### config.mk
export PLATFORM = sky130hd
export DESIGN_NAME = pid_allocator_with_root_lookup
export DESIGN_NICKNAME = d
export VERILOG_FILES = /design/src/rtl/pidal_pkg.sv /design/src/rtl/pidal_ctrl.sv /design/src/rtl/pidal_dp.sv /design/src/rtl/pid_allocator_with_root_lookup.sv
export SDC_FILE = /design/constraint.sdc
export NUM_CORES = 1
export LEC_CHECK = 0
export BUFFER_PORTS_ARGS = -buffer_cell sky130_fd_sc_hd__buf_4
export CORE_ASPECT_RATIO = 0.5
export CORE_MARGIN = 3
export CORE_UTILIZATION = 35
export CTS_BUF_LIST = sky130_fd_sc_hd__clkbuf_8
export DETAILED_ROUTE_END_ITERATION = 10
export GPL_ROUTABILITY_DRIVEN = 0
export PLACE_DENSITY = 0.48
export SLEW_MARGIN = 40
export SYNTH_ARGS = -nofsm -noshare
export SYNTH_HDL_FRONTEND = slang
export SYNTH_HIERARCHICAL = 1
export SYNTH_SLANG_ARGS = --single-unit
### constraint.sdc
create_clock -name clk -period 3.9 [get_ports clk]
set_clock_uncertainty 0.15 [all_clocks]
set_input_delay 0.39 -clock clk [delete_from_list [all_inputs] [get_ports clk]]
set_output_delay 0.39 -clock clk [all_outputs]
set_load 0.02 [all_outputs]
### src/rtl/pidal_pkg.sv
// Shared types and constants for the process-slot allocator.
// Used by pidal_ctrl, pidal_dp and pid_allocator_with_root_lookup; no dependencies.

package pidal_pkg;

	// Number of allocatable slots (slot 0 is the root and is always taken).
	localparam int unsigned MAX_PROCS = 8;

	// Field widths fixed by the interface.
	localparam int unsigned OP_W   = 2;
	localparam int unsigned SLOT_W = 4;

	// Live count and walk step counter both reach MAX_PROCS.
	localparam int unsigned CNT_W = $clog2(MAX_PROCS + 1);

	typedef enum logic [OP_W-1:0] {
		OP_ALLOC = 2'd0,
		OP_FREE  = 2'd1,
		OP_ROOT  = 2'd2
	} opcode_t;

	// Controller to datapath.
	typedef struct packed {
		logic load;      // capture input transaction
		logic exec_op;   // run allocate / free / unused opcode, write result
		logic walk_step; // follow one parent link
		logic walk_ok;   // write success result with current slot
		logic fail;      // write failure result
	} pidal_cmd_t;

	// Datapath to controller.
	typedef struct packed {
		logic op_is_root;
		logic start_bad;  // walk start slot beyond MAX_PROCS
		logic nxt_zero;   // current slot's parent is 0
		logic walk_stop;  // cap reached or link out of range
		logic out_free;   // result register can take a new result
	} pidal_sts_t;

endpackage

### src/rtl/pidal_ctrl.sv
// Sequencing state machine for the process-slot allocator.
// Depends on pidal_pkg; drives pidal_dp through pidal_cmd_t.

module pidal_ctrl
	import pidal_pkg::*;
(
	input  logic       clk,
	input  logic       arst_n,
	input  logic       in_valid,
	output logic       in_stall,
	input  pidal_sts_t sts,
	output pidal_cmd_t cmd
);

	typedef enum logic [2:0] {
		ST_IDLE = 3'b001,
		ST_OP   = 3'b010,
		ST_WALK = 3'b100
	} state_t;

	state_t state_q, state_d;

	always_ff @(posedge clk or negedge arst_n) begin
		if (!arst_n) begin
			state_q <= ST_IDLE;
		end else begin
			state_q <= state_d;
		end
	end

	always_comb begin
		state_d = state_q;
		cmd     = '0;
		unique case (state_q)
			ST_IDLE: begin
				if (in_valid) begin
					cmd.load = 1'b1;
					state_d  = ST_OP;
				end
			end
			ST_OP: begin
				if (!sts.op_is_root) begin
					if (sts.out_free) begin
						cmd.exec_op = 1'b1;
						state_d     = ST_IDLE;
					end
				end else if (sts.start_bad) begin
					if (sts.out_free) begin
						cmd.fail = 1'b1;
						state_d  = ST_IDLE;
					end
				end else begin
					state_d = ST_WALK;
				end
			end
			ST_WALK: begin
				if (sts.nxt_zero) begin
					if (sts.out_free) begin
						cmd.walk_ok = 1'b1;
						state_d     = ST_IDLE;
					end
				end else if (sts.walk_stop) begin
					if (sts.out_free) begin
						cmd.fail = 1'b1;
						state_d  = ST_IDLE;
					end
				end else begin
					cmd.walk_step = 1'b1;
				end
			end
			default: begin
				state_d = ST_IDLE;
			end
		endcase
	end

	assign in_stall = (state_q != ST_IDLE);

endmodule

### src/rtl/pidal_dp.sv
// Datapath: present bits, parent table, live count, walk registers, result register.
// Depends on pidal_pkg; commanded by pidal_ctrl.

module pidal_dp
	import pidal_pkg::*;
(
	input  logic              clk,
	input  logic              arst_n,
	input  logic [OP_W-1:0]   opcode,
	input  logic [SLOT_W-1:0] slot,
	input  logic [SLOT_W-1:0] parent_slot,
	input  pidal_cmd_t        cmd,
	output pidal_sts_t        sts,
	output logic              out_valid,
	input  logic              out_stall,
	output logic              status,
	output logic [SLOT_W-1:0] result_slot
);

	// Slot 0 held present so the table indexes uniformly.
	logic [MAX_PROCS:0]  present_q;
	logic [SLOT_W-1:0]   parent_q [MAX_PROCS+1];
	logic [CNT_W-1:0]    count_q;

	logic [OP_W-1:0]     op_q;
	logic [SLOT_W-1:0]   cur_q;
	logic [SLOT_W-1:0]   par_q;
	logic [CNT_W-1:0]    steps_q;

	logic                out_valid_q;
	logic                status_q;
	logic [SLOT_W-1:0]   result_q;

	logic                cur_in_range;
	logic [SLOT_W-1:0]   nxt;
	logic                cur_present;
	logic                any_free;
	logic [SLOT_W-1:0]   alloc_idx;
	logic                alloc_ok;
	logic                free_ok;
	logic                out_free;
	logic                res_wr;
	logic                res_status;
	logic [SLOT_W-1:0]   res_slot;

	assign cur_in_range = (32'(cur_q) <= MAX_PROCS);
	assign nxt          = cur_in_range ? parent_q[cur_q] : '0;
	assign cur_present  = cur_in_range ? present_q[cur_q] : 1'b0;

	// Lowest free slot, 1..MAX_PROCS.
	always_comb begin
		any_free  = 1'b0;
		alloc_idx = '0;
		for (int i = MAX_PROCS; i >= 1; i--) begin
			if (!present_q[i]) begin
				any_free  = 1'b1;
				alloc_idx = SLOT_W'(i);
			end
		end
	end

	assign alloc_ok = any_free && (32'(count_q) <= MAX_PROCS);
	assign free_ok  = (cur_q != '0) && cur_in_range && (count_q != '0) && cur_present;

	assign out_free = !out_valid_q || !out_stall;
	assign res_wr   = cmd.exec_op || cmd.walk_ok || cmd.fail;

	assign sts.op_is_root = (op_q == OP_ROOT);
	assign sts.start_bad  = !cur_in_range;
	assign sts.nxt_zero   = (nxt == '0);
	assign sts.walk_stop  = (32'(steps_q) >= MAX_PROCS) || (32'(nxt) > MAX_PROCS);
	assign sts.out_free   = out_free;

	// Allocator state.
	always_ff @(posedge clk or negedge arst_n) begin
		if (!arst_n) begin
			present_q <= (MAX_PROCS+1)'(1);
			count_q   <= '0;
			for (int i = 0; i <= MAX_PROCS; i++) begin
				parent_q[i] <= '0;
			end
		end else if (cmd.exec_op) begin
			case (op_q)
				OP_ALLOC: begin
					if (alloc_ok) begin
						present_q[alloc_idx] <= 1'b1;
						parent_q[alloc_idx]  <= par_q;
						count_q              <= count_q + CNT_W'(1);
					end
				end
				OP_FREE: begin
					if (free_ok) begin
						present_q[cur_q] <= 1'b0;
						count_q          <= count_q - CNT_W'(1);
					end
				end
				default: begin
				end
			endcase
		end
	end

	// Captured transaction and walk position.
	always_ff @(posedge clk) begin
		if (cmd.load) begin
			op_q    <= opcode;
			cur_q   <= slot;
			par_q   <= parent_slot;
			steps_q <= '0;
		end else if (cmd.walk_step) begin
			cur_q   <= nxt;
			steps_q <= steps_q + CNT_W'(1);
		end
	end

	// Result register.
	always_ff @(posedge clk or negedge arst_n) begin
		if (!arst_n) begin
			out_valid_q <= 1'b0;
		end else if (res_wr) begin
			out_valid_q <= 1'b1;
		end else if (!out_stall) begin
			out_valid_q <= 1'b0;
		end
	end

	// Failure with slot 0 unless an operation succeeds.
	always_comb begin
		res_status = 1'b1;
		res_slot   = '0;
		if (cmd.walk_ok) begin
			res_status = 1'b0;
			res_slot   = cur_q;
		end else if (cmd.exec_op) begin
			case (op_q)
				OP_ALLOC: begin
					if (alloc_ok) begin
						res_status = 1'b0;
						res_slot   = alloc_idx;
					end
				end
				OP_FREE: begin
					if (free_ok) begin
						res_status = 1'b0;
						res_slot   = nxt;
					end
				end
				default: begin
				end
			endcase
		end
	end

	always_ff @(posedge clk) begin
		if (res_wr) begin
			status_q <= res_status;
			result_q <= res_slot;
		end
	end

	assign out_valid   = out_valid_q;
	assign status      = status_q;
	assign result_slot = result_q;

`ifndef SYNTHESIS
	a_count_range: assert property (@(posedge clk) disable iff (!arst_n)
		32'(count_q) <= MAX_PROCS)
		else $error("live count above slot total");

	a_count_matches: assert property (@(posedge clk) disable iff (!arst_n)
		32'(count_q) == $countones(present_q[MAX_PROCS:1]))
		else $error("live count disagrees with present bits");

	a_root_present: assert property (@(posedge clk) disable iff (!arst_n)
		present_q[0] && parent_q[0] == '0)
		else $error("root slot disturbed");

	a_fail_zero: assert property (@(posedge clk) disable iff (!arst_n)
		out_valid_q && status_q |-> result_q == '0)
		else $error("failed result carries a nonzero slot");

	a_no_overwrite: assert property (@(posedge clk) disable iff (!arst_n)
		out_valid_q && out_stall |-> !res_wr)
		else $error("pending result overwritten");
`endif

endmodule

### src/rtl/pid_allocator_with_root_lookup.sv
// Top level of the process-slot allocator with root lookup.
// Depends on pidal_pkg, pidal_ctrl and pidal_dp.
//
// Channel  Direction  Handshake            Payload
// -------  ---------  -------------------  --------------------------------
// in       input      in_valid / in_stall  opcode[1:0] slot[3:0] parent_slot[3:0]
// out      output     out_valid/out_stall  status result_slot[3:0]
//
// Sequence: one input transaction at a time. Allocate, free and unused opcodes
//   are captured, then executed with their result written from the dispatch
//   state; find-root moves on to the walk state, which follows parent links one
//   at a time through the single parent-table read, at most MAX_PROCS of them.
// Reset: arst_n asynchronous, active low; slots 1..8 free, parents and count zero.
//   No clearing pass: the tables are flops and clear at once.
// Stalls: the result register parts the two sides; a new transaction is taken
//   while a result still waits, and the next result waits for the register.

module pid_allocator_with_root_lookup
	import pidal_pkg::*;
(
	input  logic              clk,
	input  logic              arst_n,
	input  logic              in_valid,
	output logic              in_stall,
	input  logic [OP_W-1:0]   opcode,
	input  logic [SLOT_W-1:0] slot,
	input  logic [SLOT_W-1:0] parent_slot,
	output logic              out_valid,
	input  logic              out_stall,
	output logic              status,
	output logic [SLOT_W-1:0] result_slot
);

	pidal_cmd_t cmd;
	pidal_sts_t sts;

	// Sequencer: idle / dispatch / parent walk.
	pidal_ctrl u_ctrl (
		.clk      (clk),
		.arst_n   (arst_n),
		.in_valid (in_valid),
		.in_stall (in_stall),
		.sts      (sts),
		.cmd      (cmd)
	);

	// Slot tables, walk registers and result register.
	pidal_dp u_dp (
		.clk         (clk),
		.arst_n      (arst_n),
		.opcode      (opcode),
		.slot        (slot),
		.parent_slot (parent_slot),
		.cmd         (cmd),
		.sts         (sts),
		.out_valid   (out_valid),
		.out_stall   (out_stall),
		.status      (status),
		.result_slot (result_slot)
	);

endmodule

Yosys cells after proc, flatten, opt, wreduce, memory -nomap -nowiden:

Index checks and enable logic that the tools add are counted.
Widths: inputs -> output; s select.

* magnitude comparators: 11
* bitwise operators: 5
* multiply operators: 0
* div/mod/pow operators: 0
* shift-type cells: 0
* $add $sub $neg: 3
* multiplexer cells: 70
* reductions and logical operators: 22
* eq/ne operators: 11

Operators by type and width (number)
* $mux 4: 20
* $bwmux 36: 1
* $mux 1: 29
* $mux 3: 6
* $mux 9: 2
* $pmux 9 s2: 1
* $bmux 4 s4: 1
* $demux 4 s4: 1
* $pmux 4 s2: 2
* $ge 5x5->1 const B: 2
* $lt 4x5->1 const B: 2
* $not 4->5: 2
* $and 9x9->9: 1
* $not 9->9: 1
* $or 9x9->9: 1
* $pmux 3 s3: 1
* $add 4x1->4 const B: 2
* $demux 1 s4: 2
* $ge 4x1->1 const B: 2
* $le 4x4->1 const B: 2
* $reduce_bool 4->1: 2
* $logic_and 1x1->1: 7
* $ne 2x1->1 const B: 3
* $lt 5x1->1 const B: 1
* other kinds (22): 28

* memory bits (read-only): 0
* bits of input ports: 14
* output and inout bits: 7
* register bits after elaboration: 72
* RAM bits: 0
* bits in latches: 0
* memories kept: 0
* word-level logic and storage cells: 141

Longest topological paths before layout:

* depth after elaboration: 15
* gate-level depth with buffers: 12
* gate-level depth less buffers: 10

Cells and area by module:

The synthesis kept the hierarchy.

By module, submodules not included
* pidal_dp: seq. area each 1783.0 µm², cells each 272, times used 1, area each 3440.8 µm²
* pidal_ctrl: seq. area each 76.3 µm², cells each 32, times used 1, area each 262.8 µm²

Worst setup path after synthesis:

OpenSTA, ideal clock, no wires.

* path type: reg-to-reg
* from: reg u_dp.cur_q[0]
* to: reg u_dp.cur_q[0] (enable)
* setup slack: 0.996 ns
* clock period less this slack: 2.904 ns
* path buffers: 1
* setup time: 0.298 ns
* cell stages (with the launch flop): 9
* data arrival time: 2.456 ns
* data required time: 3.452 ns
* path through: edfxtp_1 buf_2 mux4_2 nand2b_1 a22oi_1 nand3b_1 a21o_1 nor4_2 or2_2

RTL lines
* start, declared: RTL line pidal_dp.sv:26 `logic [SLOT_W-1:0] cur_q;`
* start signal, assigned: RTL line pidal_dp.sv:107 `cur_q <= slot;`
* start signal, assigned: RTL line pidal_dp.sv:111 `cur_q <= nxt;`

==> metrics.txt <==
# TYPE chip_impl_metric gauge
chip_impl_info{name="outcome",value="finished, final reports clean"} 1
chip_impl_metric{name="n_antenna_cell",unit=""} 0
chip_impl_metric{name="final.min_clock_period",unit="ns"} 3.24
chip_impl_metric{name="max-slew-margin-rel",unit="%"} 50.3
chip_impl_metric{name="critical_path.n_buffers_inverters",unit=""} 1
chip_impl_metric{name="fp.dieArea",unit="sq mm"} 0.0119
chip_impl_metric{name="setup_tns",unit="ns"} 0
chip_impl_metric{name="postSynthAreaPerCell",unit="sq um"} 12.2
chip_impl_metric{name="cp.required",unit="ns"} 3.86
chip_impl_metric{name="initial_core_util",unit="%"} 37.6
chip_impl_metric{name="path_max_fanout",unit=""} 14
chip_impl_metric{name="setup_violations",unit=""} 0
chip_impl_metric{name="vias_after_detailed_routing",unit=""} 2430
chip_impl_metric{name="yosys.area_share.adder",unit="%"} 1.89
chip_impl_metric{name="layout-drive-gt1-share",unit="%"} 27.5
chip_impl_metric{name="synthesis.area",unit="sq mm"} 0.00370
chip_impl_metric{name="muxShareOfSynthArea",unit="%"} 16.9
chip_impl_metric{name="detailed_placement_wirelength_estimate",unit="um"} 6190
chip_impl_metric{name="seq_area_frac_synth",unit="%"} 50.2
chip_impl_metric{name="synth-simple-area-share",unit="%"} 14.8
chip_impl_metric{name="synth-async-reset-ratio",unit="%"} 73.6
chip_impl_info{name="synth_largest_area_cell",value="sky130_fd_sc_hd__dfrtp_1"} 1
chip_impl_metric{name="synth-warning-count",unit=""} 6
chip_impl_metric{name="placedInstanceArea",unit="sq mm"} 0.00398
chip_impl_metric{name="syn2layout_area_growth",unit="%"} 14.1
chip_impl_metric{name="fillers",unit=""} 951
chip_impl_metric{name="buffer_ports.inserted",unit=""} 20
chip_impl_info{name="critPathTopFamily",value="simple AND/OR/NAND/NOR gates"} 1
chip_impl_info{name="synthFlopType",value="sky130_fd_sc_hd__dfrtp_1"} 1
chip_impl_metric{name="total_leakage_power",unit="nW"} 1.85
chip_impl_metric{name="drt-initial-drc-count",unit=""} 119
chip_impl_metric{name="grt_max_degree",unit=""} 54
chip_impl_metric{name="first_global_vias",unit=""} 2436
chip_impl_metric{name="cts.path.max_buffers",unit=""} 2
chip_impl_metric{name="cts_made_buffers",unit=""} 9
chip_impl_metric{name="number_of_flops_mapped_to_enable_cells_by_yosys",unit=""} 15
chip_impl_metric{name="number_of_cells_produced_by_synthesis",unit=""} 304
chip_impl_info{name="hold_class",value="input port to register"} 1
chip_impl_metric{name="die_w",unit="um"} 151
chip_impl_metric{name="synth_fp_nets",unit=""} 323
chip_impl_metric{name="compound_cell_area_share_of_the_yosys_netlist",unit="%"} 11.2
chip_impl_metric{name="ant_nets",unit=""} 0
chip_impl_info{name="cp-start-kind",value="register"} 1
chip_impl_metric{name="ys_seq_elements",unit=""} 72
chip_impl_metric{name="max_freq",unit="MHz"} 308
chip_impl_metric{name="final_area",unit="sq mm"} 0.00423
chip_impl_info{name="main_combinational_cell_family_by_area_after_synthesis",value="multiplexers"} 1
chip_impl_metric{name="utilization",unit="%"} 42.9
chip_impl_metric{name="clock_tree.htree_level_count",unit=""} 3
chip_impl_metric{name="cts_num_sinks",unit=""} 72
chip_impl_metric{name="fp.coreArea",unit="sq mm"} 0.00985
chip_impl_metric{name="synth_cell_type_count",unit=""} 69
chip_impl_metric{name="synthDominantCellAreaShare",unit="%"} 34.5
chip_impl_metric{name="rows",unit=""} 25
chip_impl_info{name="cts-root-buf",value="sky130_fd_sc_hd__clkbuf_8"} 1
chip_impl_metric{name="stdcell_count",unit=""} 466
chip_impl_metric{name="insertion_delay",unit="ns"} 0.36
chip_impl_metric{name="final-hold-violation-count",unit=""} 0
chip_impl_metric{name="drv_slew",unit=""} 0
chip_impl_metric{name="power.ir.vdd_worst",unit="uV"} 293
chip_impl_metric{name="finalWorstSetupSlack",unit="ns"} 0.658
chip_impl_metric{name="num_io_pins",unit=""} 21
chip_impl_metric{name="detail_route.first_pass.iterations",unit=""} 4
chip_impl_metric{name="synthXorXnorAreaFrac",unit="%"} 1.42
chip_impl_metric{name="finalHoldWorstSlack",unit="ns"} 0.0579
chip_impl_metric{name="cts.clk_slew.worst_paths",unit="ns"} 0.07
chip_impl_metric{name="pre_cts_ws",unit="ns"} 0.653
chip_impl_info{name="critPathCaptureType",value="register"} 1
chip_impl_metric{name="worst_path_largest_cell_delay",unit="ns"} 0.81
chip_impl_metric{name="finish.net_count",unit=""} 345
chip_impl_info{name="cp_slowest_cell",value="sky130_fd_sc_hd__edfxtp_1"} 1
chip_impl_metric{name="grt.total_usage",unit="%"} 15.9
chip_impl_metric{name="global_route_wire_length_before_repair",unit="um"} 14000
chip_impl_metric{name="place.detailed.instances",unit=""} 449
chip_impl_info{name="cells_taking_the_most_area_after_synthesis",value="sky130_fd_sc_hd__dfrtp_1, sky130_fd_sc_hd__edfxtp_1, sky130_fd_sc_hd__mux2_2, sky130_fd_sc_hd__mux2i_1, sky130_fd_sc_hd__mux4_2"} 1
chip_impl_metric{name="post_route_fraction_of_the_period_consumed_by_the_critical_path",unit="%"} 83.1
chip_impl_metric{name="timing.max_cap.violations",unit=""} 0
chip_impl_metric{name="worst-slew-pin-transition",unit="ns"} 0.742
chip_impl_metric{name="drt-total-wl",unit="um"} 8700
chip_impl_info{name="worst_path_cell_chain",value="mux4_2, nand2b_1, a22oi_1, nand3b_1, nor2_1, and4b_1, inv_1, mux2_2"} 1
chip_impl_metric{name="global_route.overflow_total",unit=""} 0
chip_impl_info{name="tritoncts_clock_tree",value="built"} 1
chip_impl_metric{name="post-layout-total-power",unit="mW"} 2.10
chip_impl_info{name="timing_worst_setup_path_type",value="register to register"} 1
chip_impl_metric{name="p_per_cell_area",unit="mW/mm^2"} 498
chip_impl_metric{name="drc_errors",unit=""} 0
chip_impl_metric{name="chipHeight",unit="um"} 78.7
chip_impl_metric{name="worst-endpoint-arrival",unit="ns"} 3.20
chip_impl_metric{name="routed_wire_length_per_instance",unit="um"} 18.7
chip_impl_info{name="grt_setup_unrepaired",value="no"} 1
chip_impl_metric{name="route.detailed.vias_per_inst",unit=""} 5.21
chip_impl_metric{name="grt_antenna_before_repair",unit=""} 0
[flip-flops by register name, summed over array words and instances (netlist names), 2 cells and up]
register / count
u_dp/op_q: 2
u_ctrl/state_q: 3
u_dp/cur_q: 4
u_dp/result_slot: 4
u_dp/par_q: 4
u_dp/steps_q: 4
u_dp/count_q: 4
u_dp/parent_q: 36
u_dp/present_q: 9
[where the power goes]
part	internal (mW)	switching (mW)
logic	0.199	0.250
registers	0.843	0.114
clock network	0.420	0.279
[layer usage]
| metal | global-route usage (%) | wire length [um] | vias up |
|---|---|---|---|
| met4 | 4.07 | 77 | 0 |
| met3 | 4.90 | 460 | 9 |
| met2 | 21.0 | 3500 | 59 |
| met1 | 24.8 | 4660 | 1195 |
| li1 | - | - | 1167 |
| met5 | 0 | 0 | - |
[layout by cell type, fill, tap and decap left out, types with 3 or more instances in the layout]
master / instances
sky130_fd_sc_hd__a21oi_1: 7
sky130_fd_sc_hd__a221oi_1: 3
sky130_fd_sc_hd__a22oi_1: 3
sky130_fd_sc_hd__a31oi_1: 4
sky130_fd_sc_hd__buf_4: 25
sky130_fd_sc_hd__bufinv_16: 3
sky130_fd_sc_hd__clkbuf_8: 9
sky130_fd_sc_hd__dfrtp_1: 51
sky130_fd_sc_hd__dfxtp_1: 4
sky130_fd_sc_hd__edfxtp_1: 15
sky130_fd_sc_hd__ha_1: 4
sky130_fd_sc_hd__inv_1: 15
sky130_fd_sc_hd__mux2_1: 4
sky130_fd_sc_hd__mux2_2: 32
sky130_fd_sc_hd__mux2i_1: 13
sky130_fd_sc_hd__mux4_2: 4
sky130_fd_sc_hd__nand2_1: 13
sky130_fd_sc_hd__nand2b_1: 10
sky130_fd_sc_hd__nand3b_1: 3
sky130_fd_sc_hd__nand4_1: 3
sky130_fd_sc_hd__nor2_1: 20
sky130_fd_sc_hd__nor2b_1: 10
sky130_fd_sc_hd__nor3_1: 4
sky130_fd_sc_hd__nor3b_1: 3
sky130_fd_sc_hd__o22a_1: 3
sky130_fd_sc_hd__o31ai_1: 4
sky130_fd_sc_hd__xnor2_1: 4
[final cells by class]
cell class	count	area, sq um	area share [%]
inverters	14	52.6	1.24
well taps	135	169	4.00
flip-flops and latches	72	1860	44.0
repair buffers	26	198	4.68
multi-input cells	203	1710	40.5
clock inverters	7	111	2.64
clock buffers	9	124	2.93
[logic make-up (layout without fill, tap and decap cells)]
logic type,count (synthesis),in the layout
and+or+nand+nor,88,88
DFF,72,72
muxes,53,53
buffers and inverters,29,56
adders and majority gates,5,5
xor gates and xnor gates,6,6
AOI/OAI and AO/OA,51,51
[synthesized netlist by cell type (all sizes together) (5+ instances only)]
cell and number:
edfxtp 15, a21oi 7, nand2b 10, mux2i 13, mux2 36, nor2 20, inv 14, nand2 13
nor2b 10, clkbuf 6, dfrtp 51, buf 9, o31ai 5, o21ai 6
[worst paths after layout]
check / slack, ns / from / to / depth (start not counted)
setup / recovery: 0.66 / u_dp/cur_q[1] / u_dp/result_slot[2] / 8
hold / removal: 0.06 / opcode[0] / u_dp/op_q[0] / 1
setup reg to reg: 0.66 / u_dp/cur_q[1] / u_dp/result_slot[2] / 8
hold reg to reg: 0.22 / u_dp/present_q[0] / u_dp/present_q[0] / 0
max in group asynchronous: 2.65 / arst_n / u_dp/parent_q[18] / 2
min in group asynchronous: 0.47 / arst_n / u_ctrl/state_q[1] / 2
[repair_timing]
action                                  4_1_cts  5_1_grt
buffers inserted                              0        0
endpoints found under the hold margin        51        0
endpoints found under the setup margin        0        0
gates resized for setup                       0        0
hold buffers                                  1        0
Note: power is estimated with default switching activity, not from simulation.
